## src/rtl/core/eaa_pkg.sv

```systemverilog
package eaa_pkg;

    localparam int MAX_CH    = 4;
    localparam int MAX_TG    = 8;
    localparam int EPOCH_LEN = 1024;
    localparam int SMP_W     = 16;
    localparam int SUM_W     = 32;
    localparam int CNTS_W    = 16;
    localparam int TG_W      = $clog2(MAX_TG);
    localparam int TGC_W     = $clog2(MAX_TG + 1);
    localparam int POS_W     = $clog2(EPOCH_LEN);
    localparam int LEN_W     = $clog2(EPOCH_LEN + 1);
    localparam int ADDR_W    = TG_W + POS_W;
    localparam int CODE_W    = 8;
    localparam int CFG_W     = 3;
    localparam int CHS_W     = 2;
    localparam int RANK_W    = 3;

    localparam logic [CFG_W-1:0] CFG_RESET = CFG_W'(2);

    typedef enum logic [1:0] {
        ST_OK      = 2'd0,
        ST_FOLDED  = 2'd1,
        ST_DROPPED = 2'd2,
        ST_FULL    = 2'd3
    } t_status;

    typedef struct packed {
        logic in_open;
        logic clr_step;
        logic sample;
        logic fold_look;
        logic fold_rd;
        logic fold_wr;
        logic fold_end;
        logic scan_step;
        logic rank_step;
        logic mem_rd;
        logic div_start;
        logic div_take;
        logic out_load;
    } t_cmd;

    typedef struct packed {
        logic accept;
        logic clr_done;
        logic kind;
        logic code_zero;
        logic prev_zero;
        logic table_full_miss;
        logic run_empty;
        logic fold_last;
        logic idx_last;
        logic rd_ok;
        logic cnt_zero;
        logic div_done;
        logic out_free;
    } t_stat;

endpackage

```

## src/rtl/core/eaa_ctrl.sv

```systemverilog
module eaa_ctrl
    import eaa_pkg::*;
(
    input  logic  i_clk,
    input  logic  i_rst_n,
    input  t_stat i_st,
    output t_cmd  o_cmd
);

    typedef enum logic [12:0] {
        S_CLEAR     = 13'b0000000000001,
        S_IDLE      = 13'b0000000000010,
        S_EXEC      = 13'b0000000000100,
        S_FOLD_LOOK = 13'b0000000001000,
        S_FOLD_RD   = 13'b0000000010000,
        S_FOLD_WR   = 13'b0000000100000,
        S_FOLD_END  = 13'b0000001000000,
        S_SCAN      = 13'b0000010000000,
        S_RANK      = 13'b0000100000000,
        S_RD_MEM    = 13'b0001000000000,
        S_RD_WAIT   = 13'b0010000000000,
        S_DIV       = 13'b0100000000000,
        S_DONE      = 13'b1000000000000
    } t_state;

    t_state r_state;
    t_state n_state;

    always_ff @(posedge i_clk) begin
        if (!i_rst_n) begin
            r_state <= S_CLEAR;
        end else begin
            r_state <= n_state;
        end
    end

    always_comb begin
        n_state = r_state;
        o_cmd   = '0;
        unique case (r_state)
            S_CLEAR: begin
                o_cmd.clr_step = 1'b1;
                if (i_st.clr_done) n_state = S_IDLE;
            end
            S_IDLE: begin
                o_cmd.in_open = 1'b1;
                if (i_st.accept) n_state = S_EXEC;
            end
            S_EXEC: begin
                if (i_st.kind) begin
                    n_state = S_RANK;
                end else if (i_st.code_zero && !i_st.prev_zero) begin
                    n_state = S_FOLD_LOOK;
                end else begin
                    o_cmd.sample = 1'b1;
                    n_state = S_DONE;
                end
            end
            S_FOLD_LOOK: begin
                o_cmd.fold_look = 1'b1;
                if (i_st.table_full_miss) n_state = S_DONE;
                else if (i_st.run_empty)  n_state = S_FOLD_END;
                else                      n_state = S_FOLD_RD;
            end
            S_FOLD_RD: begin
                o_cmd.fold_rd = 1'b1;
                n_state = S_FOLD_WR;
            end
            S_FOLD_WR: begin
                o_cmd.fold_wr = 1'b1;
                n_state = i_st.fold_last ? S_FOLD_END : S_FOLD_RD;
            end
            S_FOLD_END: begin
                o_cmd.fold_end = 1'b1;
                n_state = S_SCAN;
            end
            S_SCAN: begin
                o_cmd.scan_step = 1'b1;
                if (i_st.idx_last) n_state = S_DONE;
            end
            S_RANK: begin
                o_cmd.rank_step = 1'b1;
                if (i_st.idx_last) n_state = S_RD_MEM;
            end
            S_RD_MEM: begin
                if (i_st.rd_ok) begin
                    o_cmd.mem_rd = 1'b1;
                    n_state = S_RD_WAIT;
                end else begin
                    n_state = S_DONE;
                end
            end
            S_RD_WAIT: begin
                if (i_st.cnt_zero) begin
                    n_state = S_DONE;
                end else begin
                    o_cmd.div_start = 1'b1;
                    n_state = S_DIV;
                end
            end
            S_DIV: begin
                if (i_st.div_done) begin
                    o_cmd.div_take = 1'b1;
                    n_state = S_DONE;
                end
            end
            S_DONE: begin
                if (i_st.out_free) begin
                    o_cmd.out_load = 1'b1;
                    n_state = S_IDLE;
                end
            end
            default: n_state = S_CLEAR;
        endcase
    end

endmodule

```

## config.mk

```make
export PLATFORM = sky130hd
export DESIGN_NAME = eaa_ctrl
export DESIGN_NICKNAME = d
export VERILOG_FILES = /design/src/rtl/core/eaa_pkg.sv /design/src/rtl/core/eaa_ctrl.sv
export SDC_FILE = /design/constraint.sdc
export NUM_CORES = 1
export LEC_CHECK = 0
export BUFFER_PORTS_ARGS = -buffer_cell sky130_fd_sc_hd__buf_2
export CAP_MARGIN = 15
export CORE_ASPECT_RATIO = 0.7
export CORE_MARGIN = 5
export CORE_UTILIZATION = 51
export DETAILED_ROUTE_END_ITERATION = 8
export PLACE_DENSITY_LB_ADDON = 0.1
export SYNTH_ARGS = -nofsm -noshare
export SYNTH_HDL_FRONTEND = slang
export SYNTH_SLANG_ARGS = --single-unit
```

## constraint.sdc

```tcl
create_clock -name i_clk -period 2.4 [get_ports i_clk]
set_clock_uncertainty 0.2 [all_clocks]
set_input_delay 0.48 -clock i_clk [delete_from_list [all_inputs] [get_ports i_clk]]
set_output_delay 0.48 -clock i_clk [all_outputs]
set_load 0.01 [all_outputs]
```

Word-level counts from Yosys, hierarchy flattened

Index checks and enable logic that the tools add are counted.

Output and inout bits: 13
Input bits: 15
Register bits after elaboration: 13
Logic and storage cells: 56

Reduce and logical (&&, ||, !) cells: 3
Equality and inequality tests: 19
Multiplexer cells: 33

Operator list:

| operator             | count |
|---|---|
| $pmux 13 s13         | 1 |
| $mux 13              | 11 |
| $mux 1               | 19 |
| $mux 7               | 2 |
| $eq 13x1->1 const B  | 1 |
| $eq 13x10->1 const B | 1 |
| $eq 13x11->1 const B | 1 |
| $eq 13x12->1 const B | 1 |
| $eq 13x13->1 const B | 1 |
| $eq 13x2->1 const B  | 1 |
| $eq 13x3->1 const B  | 1 |
| $eq 13x4->1 const B  | 1 |
| $eq 13x5->1 const B  | 1 |
| $eq 13x6->1 const B  | 1 |
| $eq 13x7->1 const B  | 1 |
| $eq 13x8->1 const B  | 1 |
| $eq 13x9->1 const B  | 1 |
| $ne 2x2->1 const B   | 6 |
| $reduce_and 6->1     | 1 |
| $logic_and 1x1->1    | 1 |
| $logic_not 1->1      | 1 |

Depth between registers and ports, before layout

Gate-level depths: netlist of the first run.

Word-level depth: 5
Gate-level depth with buffers: 7
Gate-level depth less buffers: 6

Worst setup path after synthesis of the first run

OpenSTA, ideal clock, no wires.

Path kind: register to output
From: register r_state[9]
To: output o_cmd[10] (netlist bit)
Data required time: 1,720 ps
Stages on the path, launching flop included: 6
Buffers on the path: 1
Data arrival time: 1,580 ps
Slack: 140 ps
Cells stage by stage: dfxtp_1 -> buf_6 -> nor4_4 -> nand4_1 -> or3b_1 -> nor3_1

RTL lines:

| item                   | line           | RTL |
|---|---|---|
| start, declared        | eaa_ctrl.sv:26 | `t_state r_state;` |
| start signal, assigned | eaa_ctrl.sv:33 | `r_state <= n_state;` |
| end, declared          | eaa_ctrl.sv:7  | `output t_cmd o_cmd` |

==> results of run 1 <==
## area by class of cell
type	instances	area, µm²	share of cell area
Clock buffer	4	26.28	0.01941
Tap cell	22	27.53	0.02033
Inverter	8	30.03	0.02218
Multi-Input combinational cell	106	743.2	0.5490
Timing Repair Buffer	42	254.0	0.1876
Sequential cell	13	272.8	0.2015
## power by group
part	total (mW)	leakage, nW	internal [mW]	switching (mW)
sequential	0.277	0.108	0.236	0.0409
combinational	0.380	0.500	0.179	0.201
clock	0.138	0.0150	0.0646	0.0739
## repair_timing
action,CTS,global route
endpoints found under the setup margin,6,10
gates resized for setup,7,15
pin swaps,4,5
setup buffers,3,4
## per-stage QoR
stage	util	hold slack [ns]	setup TNS [ns]
after CTS	0.6771	0.2145	-0.06871
after detailed placement	0.6373	0.4053	0
after global routing	0.7175	0.2030	-0.2399
final	0.7175	0.2123	-0.03327
after floorplan	-	0.3566	0
after global placement	0.6373	0.3795	0
## path summary, 6_finish.rpt
check                                              start                       to  slack, ns
worst max-delay path             r_state[8]$_SDFFE_PN0P_                o_cmd[10]      -0.03
worst min-delay path                            i_st[10]  r_state[3]$_SDFFE_PN0P_       0.21
worst max register to register  r_state[11]$_SDFFE_PN0P_  r_state[9]$_SDFFE_PN0P_       0.30
worst min register to register   r_state[7]$_SDFFE_PN0P_  r_state[7]$_SDFFE_PN0P_       0.38
## logic make-up (layout without fill, tap and decap cells)
group | after synthesis | in the layout
and+or+nand+nor | 81 | 81
AOI/OAI and AO/OA | 21 | 21
buffers and inverters | 15 | 54
DFF | 13 | 13
xor gates and xnor gates | 4 | 4
## per-layer routing
| layer | share of wire | routed length, µm | GRT usage | up-vias |
|---|---|---|---|---|
| li1 | - | - | - | 553 |
| met1 | 0.44 | 1385 | 0.2698 | 537 |
| met2 | 0.44 | 1385 | 0.3543 | 56 |
| met3 | 0.081 | 253 | 0.04695 | 16 |
| met4 | 0.033 | 103 | 0.08714 | 0 |
| met5 | 0 | 0 | 0 | - |
## cells in the final DEF (no fill, tap or decap), types with 2 or more instances in the layout
cell / count
a21oi_1: 3
a22oi_1: 2
and2_1: 3
and2b_1: 2
and3_2: 2
buf_2: 26
buf_4: 15
clkbuf_4: 3
dfxtp_1: 7
dfxtp_2: 4
dfxtp_4: 2
inv_1: 8
nand2_1: 11
nand3_1: 4
nand3b_1: 3
nand4b_1: 2
nor2_1: 17
nor2_2: 6
nor2b_1: 2
nor3_1: 6
nor3b_1: 2
nor4_1: 3
nor4_4: 6
o21ai_0: 4
xor2_1: 3
## worst register-to-register path: stages (launching register included)
cell	delay, ns
dfxtp_1	0.54
nor4_4	0.08
nand2_2	0.17
buf_4	0.15
o22ai_1	0.08
a211o_2	0.37
or2_1	0.27
nor3_1	0.16
==> flow_summary_export.csv, run 1 <==
group,metric,value,unit
status,status,"finished, violations left",
status,violations,"negative setup slack",
place,dp_slack,0.1673,ns
yosys,synth.distinct_cells,45,
clock_tree,clk_path_buf_depth,2,
floorplanning,core-area,1887,µm²
yosys,syn_inst,134,
place,postPlaceCellArea,1202,µm²
final_layout,largest_register_ffs,13,
routing,drtIter0Drc,123,
grt,grt_pass1_wl,4885,µm
clock_tree,numCtsBuffers,3,
clock_tree,cts_max_level,1,
grt,grt_max_degree,11,
yosys,synthAdderAreaFrac,0,
floorplanning,dieWidth,63.77,µm
grt,antenna_found_initial,0,
final_layout,nFillCells,154,
clock_tree,clock_sinks,13,
yosys,synthesis.nets,149,
sta,layout_setup_ws,-0.03327,ns
yosys,yosysWarnings,0,
sta,final_hold_viol_count,0,
yosys,synthTopCellsByCount,"22 x nor2_1, 13 x dfxtp_1, 11 x nand2_1, 8 x inv_1, 7 x nor3_1",
setup_path,critPathMaxStageDelay,0.40,ns
yosys,yosysSeqAreaShare,0.2521,
power_and_ir_drop,finalPower,0.7960,mW
routing,route.vias.total,1162,
floorplanning,die-area,3038,µm²
yosys,synth_most_common_cell,"nor2_1",
sta,slew_headroom,0.7655,
final_layout,area_delta_synth_final,31.15,%
floorplanning,fp.dieH,47.64,µm
setup_path,reg2reg_depth,7,
setup_path,path_buf_inv,1,
floorplanning,num_rows,13,
routing,first_pass_iters,4,
sta,worst_pin_slew,0.3513,ns
clock_tree,cts_tree,"built",
setup_path,cp_cell_sequence,"nor4_4, nand4_1, or3b_4, nor3_2, buf_2",
routing,drc,0,
yosys,yosys.area_share.xor_xnor,0.03394,
place,dp_cells,184,
grt,track_usage,0.2109,
yosys,syn_area,1032,µm²
clock_tree,cts_hold_buf,0,
hold_path,holdPathStages,2,
place,gp_congestion,0.9341,
sta,min_period,2.433,ns
setup_path,crit_family,"simple AND/OR/NAND/NOR gates",
floorplanning,initial_core_util,0.5471,
setup_path,endpoint_kind,"output port",
yosys,synth_flop_cell,"dfxtp_1",
setup_path,worst-path-stages,5,
final_layout,reg_top3,"r_state (13)",
yosys,synth_edf_count,0,
run,drv_cap,0,
power_and_ir_drop,p_leak,0.6228,nW
yosys,synth_async_sr_flop_share,0,
setup_path,crit_fanout,3,
sta,finalMaxSlewViolations,0,
grt,grt_pass1_vias,1065,
setup_path,crit_required,1.72,ns
final_layout,antenna_cells,0,
final_layout,drive_gt1_frac,0.4220,
yosys,ys_ff_latch,13,
sta,min_period_over_period,1.014,
yosys,synth_mux_area_frac,0,
yosys,syn_avg_cell_area,7.703,µm²
yosys,synth_compound_area_frac,0.1418,
routing,ant_nets,0,
final_layout,fin_area,1354,µm²
grt,grt_overflow_total,0,
routing,totalWireLength,3128,µm
yosys,synth.largest_area_cell,"dfxtp_1",
routing,wl_per_cell,16.04,µm
sta,clock.fmax,411.0,MHz
final_layout,nNetsFinal,189,
sta,setup_viol,1,
power_and_ir_drop,p_per_area,587.9,nW/µm²
final_layout,regMostFlops,"r_state",
yosys,yosysTopAreaCellShare,0.2521,
place,numPortBuffers,27,
clock_tree,clk_pin_slew,0.07,ns
final_layout,instances_no_fill,195,
hold_path,hold_class,"in -> reg",
setup_path,path_class,"reg -> out",
clock_tree,root_buffer,"clkbuf_4",
routing,vias_per_cell,5.959,
power_and_ir_drop,ir_drop,0.6321,mV
yosys,synth_top_family_by_area,"simple AND/OR/NAND/NOR gates",
yosys,synth_area_leaders,"dfxtp_1 25%, nor4_4 8.2%, nor2_1 8.0%",
place,hpwlAfterDp,2238,µm
setup_path,cp_data_arrival_time,1.75,ns
floorplanning,ioPinCount,28,
yosys,synth-simple-area-share,0.4921,
setup_path,critPathLaunchType,"flop",
clock_tree,clk_latency,0.28,ns
sta,rsz0062_at_grt,"yes",
setup_path,critPathSlowestCell,"or3b_4",
No activity file was read; power rests on OpenSTA's default activity.
==> run 2: changes to the inputs <==
Settings changed: PLACE_DENSITY set to 0.77, PLACE_DENSITY_LB_ADDON 0.1 to not set.
==> run 2 against run 1 <==
  * The flow still finishes with violations (negative setup slack)
  * Cell count up 1.0%
  * Sequential share of layout area is 0.26 points lower
  * Setup slack worse by 0.052 ns
  * Utilization rose by 2.3 points
  * Combinational power is 6.8% higher
  * Critical path depth is the same
  * Count of clock-buffer cells in the layout fell by 1
  * Critical path type unchanged
  * Critical endpoint unchanged
  * Largest power group unchanged
  * Highest routed layer unchanged
==> flow_summary_export.csv, run 2 (synthesis gave the netlist of run 1 again) <==
group,metric,value,unit
final_layout,instances_no_fill,197,
clock_tree,clk_pin_slew,0.09,ns
clock_tree,cts_max_level,1,
clock_tree,root_buffer,"clkbuf_4",
clock_tree,clock_sinks,13,
sta,setup_viol,1,
final_layout,area_delta_synth_final,35.27,%
final_layout,drive_gt1_frac,0.4400,
setup_path,critPathSlowestCell,"or3b_4",
grt,grt_pass1_vias,1045,
final_layout,largest_register_ffs,13,
place,postPlaceCellArea,1195,µm²
grt,antenna_found_initial,0,
clock_tree,clk_path_buf_depth,2,
final_layout,fin_area,1396,µm²
sta,hold_slack,0.2032,ns
sta,finalMaxSlewViolations,0,
setup_path,path_class,"reg -> out",
clock_tree,clk_latency,0.29,ns
setup_path,crit_fanout,4,
routing,first_pass_iters,4,
grt,grt_max_degree,11,
run,drv_cap,0,
power_and_ir_drop,ir_drop,0.4881,mV
sta,min_period_over_period,1.036,
place,dp_cells,183,
place,gp_congestion,0.9258,
hold_path,holdPathStages,2,
sta,layout_setup_ws,-0.08548,ns
final_layout,reg_top3,"r_state (13)",
setup_path,critPathMaxStageDelay,0.41,ns
final_layout,final_common_cell,"buf_2",
floorplanning,ioPinCount,28,
sta,fin_tns_setup,-0.08548,ns
hold_path,hold_class,"in -> reg",
sta,min_period,2.485,ns
clock_tree,cts_hold_buf,0,
grt,track_usage,0.2084,
routing,vias_per_cell,5.904,
floorplanning,dieWidth,63.77,µm
grt,grt_overflow_total,0,
power_and_ir_drop,p_leak,0.6312,nW
routing,route.vias.total,1163,
final_layout,nFillCells,144,
routing,drc,0,
final_layout,antenna_cells,0,
place,hpwlAfterDp,2150,µm
setup_path,critPathLaunchType,"flop",
setup_path,cp_data_arrival_time,1.81,ns
status,violations,"negative setup slack",
sta,worst_pin_slew,0.3032,ns
floorplanning,die-area,3038,µm²
setup_path,endpoint_kind,"output port",
floorplanning,core-area,1887,µm²
setup_path,cp_cell_sequence,"nor4_4, nand4_1, or3b_4, nor3_2, buf_2",
setup_path,crit_required,1.72,ns
floorplanning,fp.dieH,47.64,µm
sta,final_hold_viol_count,0,
clock_tree,cts_tree,"built",
final_layout,final_util,0.7401,
floorplanning,num_rows,13,
clock_tree,numCtsBuffers,3,
routing,ant_nets,0,
place,numPortBuffers,27,
final_layout,nNetsFinal,191,
sta,slew_headroom,0.7963,
power_and_ir_drop,p_per_area,599.3,nW/µm²
final_layout,layout_common_cells,"26 x buf_2, 18 x nor2_1, 17 x buf_4, 11 x nand2_1, 8 x inv_1",
setup_path,reg2reg_depth,7,
status,status,"finished, violations left",
final_layout,regMostFlops,"r_state",
routing,totalWireLength,3077,µm
floorplanning,initial_core_util,0.5471,
routing,drtIter0Drc,98,
routing,wl_per_cell,15.62,µm
sta,rsz0062_at_grt,"yes",
sta,clock.fmax,402.3,MHz
grt,grt_pass1_wl,4816,µm
==> run 2: worst max-delay path: cells and delay by family, from the launching register on <==
kind	cells	cell delay (ns)
flops	1	0.36
buf+inv	1	0.14
simple gates	4	1.00
==> run 2: stage by stage <==
stage | power [mW] | setup WS, ns
final | 0.8368 | -0.08548
after global routing | 0.8907 | -0.1958
after CTS | 0.7517 | -0.1109
after detailed placement | 0.6000 | 0.1485
after global placement | 0.5930 | 0.1641
after floorplan | 0.5185 | 0.1400
==> run 2: cell type report <==
| class | count | area, µm² | area share |
|---|---|---|---|
| multi-input combinational | 106 | 764.5 | 0.5475 |
| sequential | 13 | 277.8 | 0.1989 |
| timing repair buffer | 44 | 269.0 | 0.1927 |
| inverter | 8 | 30.03 | 0.02151 |
| tap | 22 | 27.53 | 0.01971 |
| clock buffer | 3 | 22.52 | 0.01613 |
| clock inverter | 1 | 5.005 | 0.003584 |
==> run 2: power breakdown <==
| part | leakage [nW] | switching [mW] | internal, mW |
|---|---|---|---|
| Combinational | 0.504 | 0.213 | 0.193 |
| Sequential | 0.109 | 0.0427 | 0.241 |
| Clock | 0.0177 | 0.0850 | 0.0621 |
==> run 2: final timing paths <==
path | endpoint | slack (ns) | start
min reg2reg | r_state[7]$_SDFFE_PN0P_ | 0.42 | r_state[7]$_SDFFE_PN0P_
max | o_cmd[10] | -0.09 | r_state[9]$_SDFFE_PN0P_
max reg2reg | r_state[12]$_SDFFE_PN0P_ | 0.21 | r_state[9]$_SDFFE_PN0P_
min | r_state[3]$_SDFFE_PN0P_ | 0.20 | i_st[10]
==> run 2: per-layer routing <==
metal,vias up,global-route usage,routed length (µm)
met5,-,0,0
met4,0,0.06639,31
met3,7,0.07746,326
met2,61,0.3239,1377
met1,528,0.2731,1343
li1,567,-,-
==> run 2: what timing repair did <==
item | in CTS | in global routing
hold endpoints to repair | 0 | 0
pin swaps | 4 | 8
buffers inserted | 4 | 6
endpoints found under the setup margin | 5 | 10
resized for setup | 8 | 19
==> run 3: changes to the inputs <==
Settings changed: SETUP_SLACK_MARGIN set to 0.5.
==> run 3 against run 2 <==
  * The flow still finishes with violations (negative setup slack)
  * Count of clock-buffer cells in the layout unchanged
  * Design area up 22%
  * Routed wire length up 61%
  * Register-to-register slack worse by 0.13 ns
  * Utilization up 16 points
  * Fmax down 1.7%
  * Sequential share of layout area down 2.4 points
  * Critical path depth unchanged
  * Setup slack worse by 0.044 ns
==> flow_summary_export.csv, run 3 (synthesis gave the netlist of run 1 again) <==
group,metric,value,unit
final_layout,regMostFlops,"r_state",
final_layout,nNetsFinal,209,
grt,antenna_found_initial,0,
place,gp_congestion,0.9111,
floorplanning,ioPinCount,28,
clock_tree,root_buffer,"clkbuf_4",
routing,vias_per_cell,6.884,
setup_path,cp_data_arrival_time,1.85,ns
sta,layout_setup_ws,-0.1293,ns
grt,track_usage,0.2865,
setup_path,r2r-start,"r_state[11]$_SDFFE_PN0P_",
clock_tree,numCtsBuffers,3,
clock_tree,cts_max_level,1,
setup_path,path_class,"reg -> out",
final_layout,largest_register_ffs,13,
grt,grt_pass1_wl,6479,µm
setup_path,reg2reg_depth,8,
floorplanning,fp.dieH,47.64,µm
place,hpwlAfterDp,2247,µm
power_and_ir_drop,finalPower,1.039,mW
setup_path,crit_required,1.72,ns
routing,first_pass_iters,8,
setup_path,r2r_slack,0.08,ns
place,postPlaceCellArea,1215,µm²
clock_tree,cts_tree,"built",
final_layout,instances_no_fill,215,
setup_path,critPathLaunchType,"flop",
routing,drtIter0Drc,182,
run,drv_cap,0,
clock_tree,cts_hold_buf,0,
routing,wl_per_cell,23.11,µm
setup_path,critPathCapture,"o_cmd[10]",
sta,setup_viol,7,
floorplanning,num_rows,13,
clock_tree,clk_latency,0.30,ns
floorplanning,core-area,1887,µm²
place,numPortBuffers,27,
final_layout,final_common_cell,"buf_4",
sta,final_hold_viol_count,0,
grt,grt_overflow_total,0,
final_layout,fin_area,1705,µm²
status,status,"finished, violations left",
final_layout,reg_top3,"r_state (13)",
routing,totalWireLength,4968,µm
sta,rsz0062_at_grt,"yes",
floorplanning,die-area,3038,µm²
final_layout,drive_gt1_frac,0.6062,
setup_path,worstReg2RegEnd,"r_state[12]$_SDFFE_PN0P_",
setup_path,endpoint_kind,"output port",
sta,fin_tns_setup,-0.4629,ns
clock_tree,clock_sinks,13,
sta,clock.fmax,395.4,MHz
grt,grt_pass1_vias,1314,
final_layout,layout_common_cells,"29 x buf_4, 24 x buf_2, 14 x nor2_1, 10 x nand2_1, 10 x dfxtp_4",
final_layout,area_delta_synth_final,65.21,%
sta,min_period,2.529,ns
setup_path,crit_fanout,3,
routing,drc,0,
power_and_ir_drop,ir_drop,0.5583,mV
clock_tree,clk_pin_slew,0.09,ns
floorplanning,initial_core_util,0.5471,
sta,min_period_over_period,1.054,
final_layout,final_util,0.9038,
place,dp_cells,182,
sta,slew_headroom,0.5915,
sta,finalMaxSlewViolations,0,
routing,route.vias.total,1480,
final_layout,nFillCells,76,
floorplanning,dieWidth,63.77,µm
power_and_ir_drop,p_leak,0.7692,nW
grt,grt_max_degree,11,
setup_path,crit_start,"r_state[11]$_SDFFE_PN0P_",
status,violations,"negative setup slack",
clock_tree,clk_path_buf_depth,2,
final_layout,antenna_cells,0,
routing,ant_nets,0,
hold_path,hold_class,"in -> reg",
power_and_ir_drop,p_per_area,609.2,nW/µm²
sta,worst_pin_slew,0.6071,ns
run 3: cell types whose count changed in the layout (fill, tap and decap cells not counted), sizes merged:
| cell | delta |
|---|---|
| buf | +18 |
run 3: layout make-up:
cell class	instances	area, µm²	area share
flip-flops and latches	13	299.0	0.1753
inverters	8	30.03	0.01761
multi-input cells	106	882.1	0.5172
repair buffers	62	439.2	0.2575
well taps	22	27.53	0.01614
clock buffers	3	22.52	0.01321
clock inverters	1	5.005	0.002935
run 3: how the worst min path moves through the flow:
| stage | from | endpoint | slack (ns) | cells after the start |
|---|---|---|---|---|
| finish | i_st[10] | r_state[3]$_SDFFE_PN0P_ | 0.21 | 2 |
| global route | i_st[10] | r_state[3]$_SDFFE_PN0P_ | 0.21 | 2 |
| floorplan | i_st[10] | r_state[3]$_SDFFE_PN0P_ | 0.36 | 1 |
| global placement | r_state[7]$_SDFFE_PN0P_ | r_state[7]$_SDFFE_PN0P_ | 0.39 | 2 |
| CTS | i_st[10] | r_state[3]$_SDFFE_PN0P_ | 0.20 | 2 |
| detailed placement | r_state[7]$_SDFFE_PN0P_ | r_state[7]$_SDFFE_PN0P_ | 0.40 | 2 |
run 3: per-layer routing:
layer  up-vias  global-route usage  share of wire
li1        595                   -              -
met3        51              0.1009           0.10
met4         0             0.07469          0.059
met5         -                   0              0
met1       688              0.3226           0.38
met2       146              0.5344           0.45
run 3: report_power, final:
part           switching, mW  total [mW]  internal (mW)  leakage, nW
Combinational          0.329       0.622          0.293        0.639
Sequential            0.0365       0.269          0.233        0.113
Clock                 0.0852       0.147         0.0623       0.0177
run 3: worst max-delay path, stage by stage (launching register included):
cell and delay, ns:
dfxtp_4 0.37, nor4_4 0.30, nand4_1 0.21, or3b_4 0.44, nor3_2 0.10, buf_2 0.14
run 3: timing repair:
action | 4_1_cts | 5_1_grt
setup buffers | 20 | 9
endpoints found under the setup margin | 21 | 22
pin swaps | 17 | 11
resized for setup | 47 | 18
run 3: metrics by stage:
step / worst slack [ns] / hold WS [ns]
floorplan: 0.2182 / 0.3566
global placement: 0.1712 / 0.3916
detailed placement: 0.1394 / 0.3993
CTS: -0.02604 / 0.2038
global route: -0.2168 / 0.2100
finish: -0.1293 / 0.2056
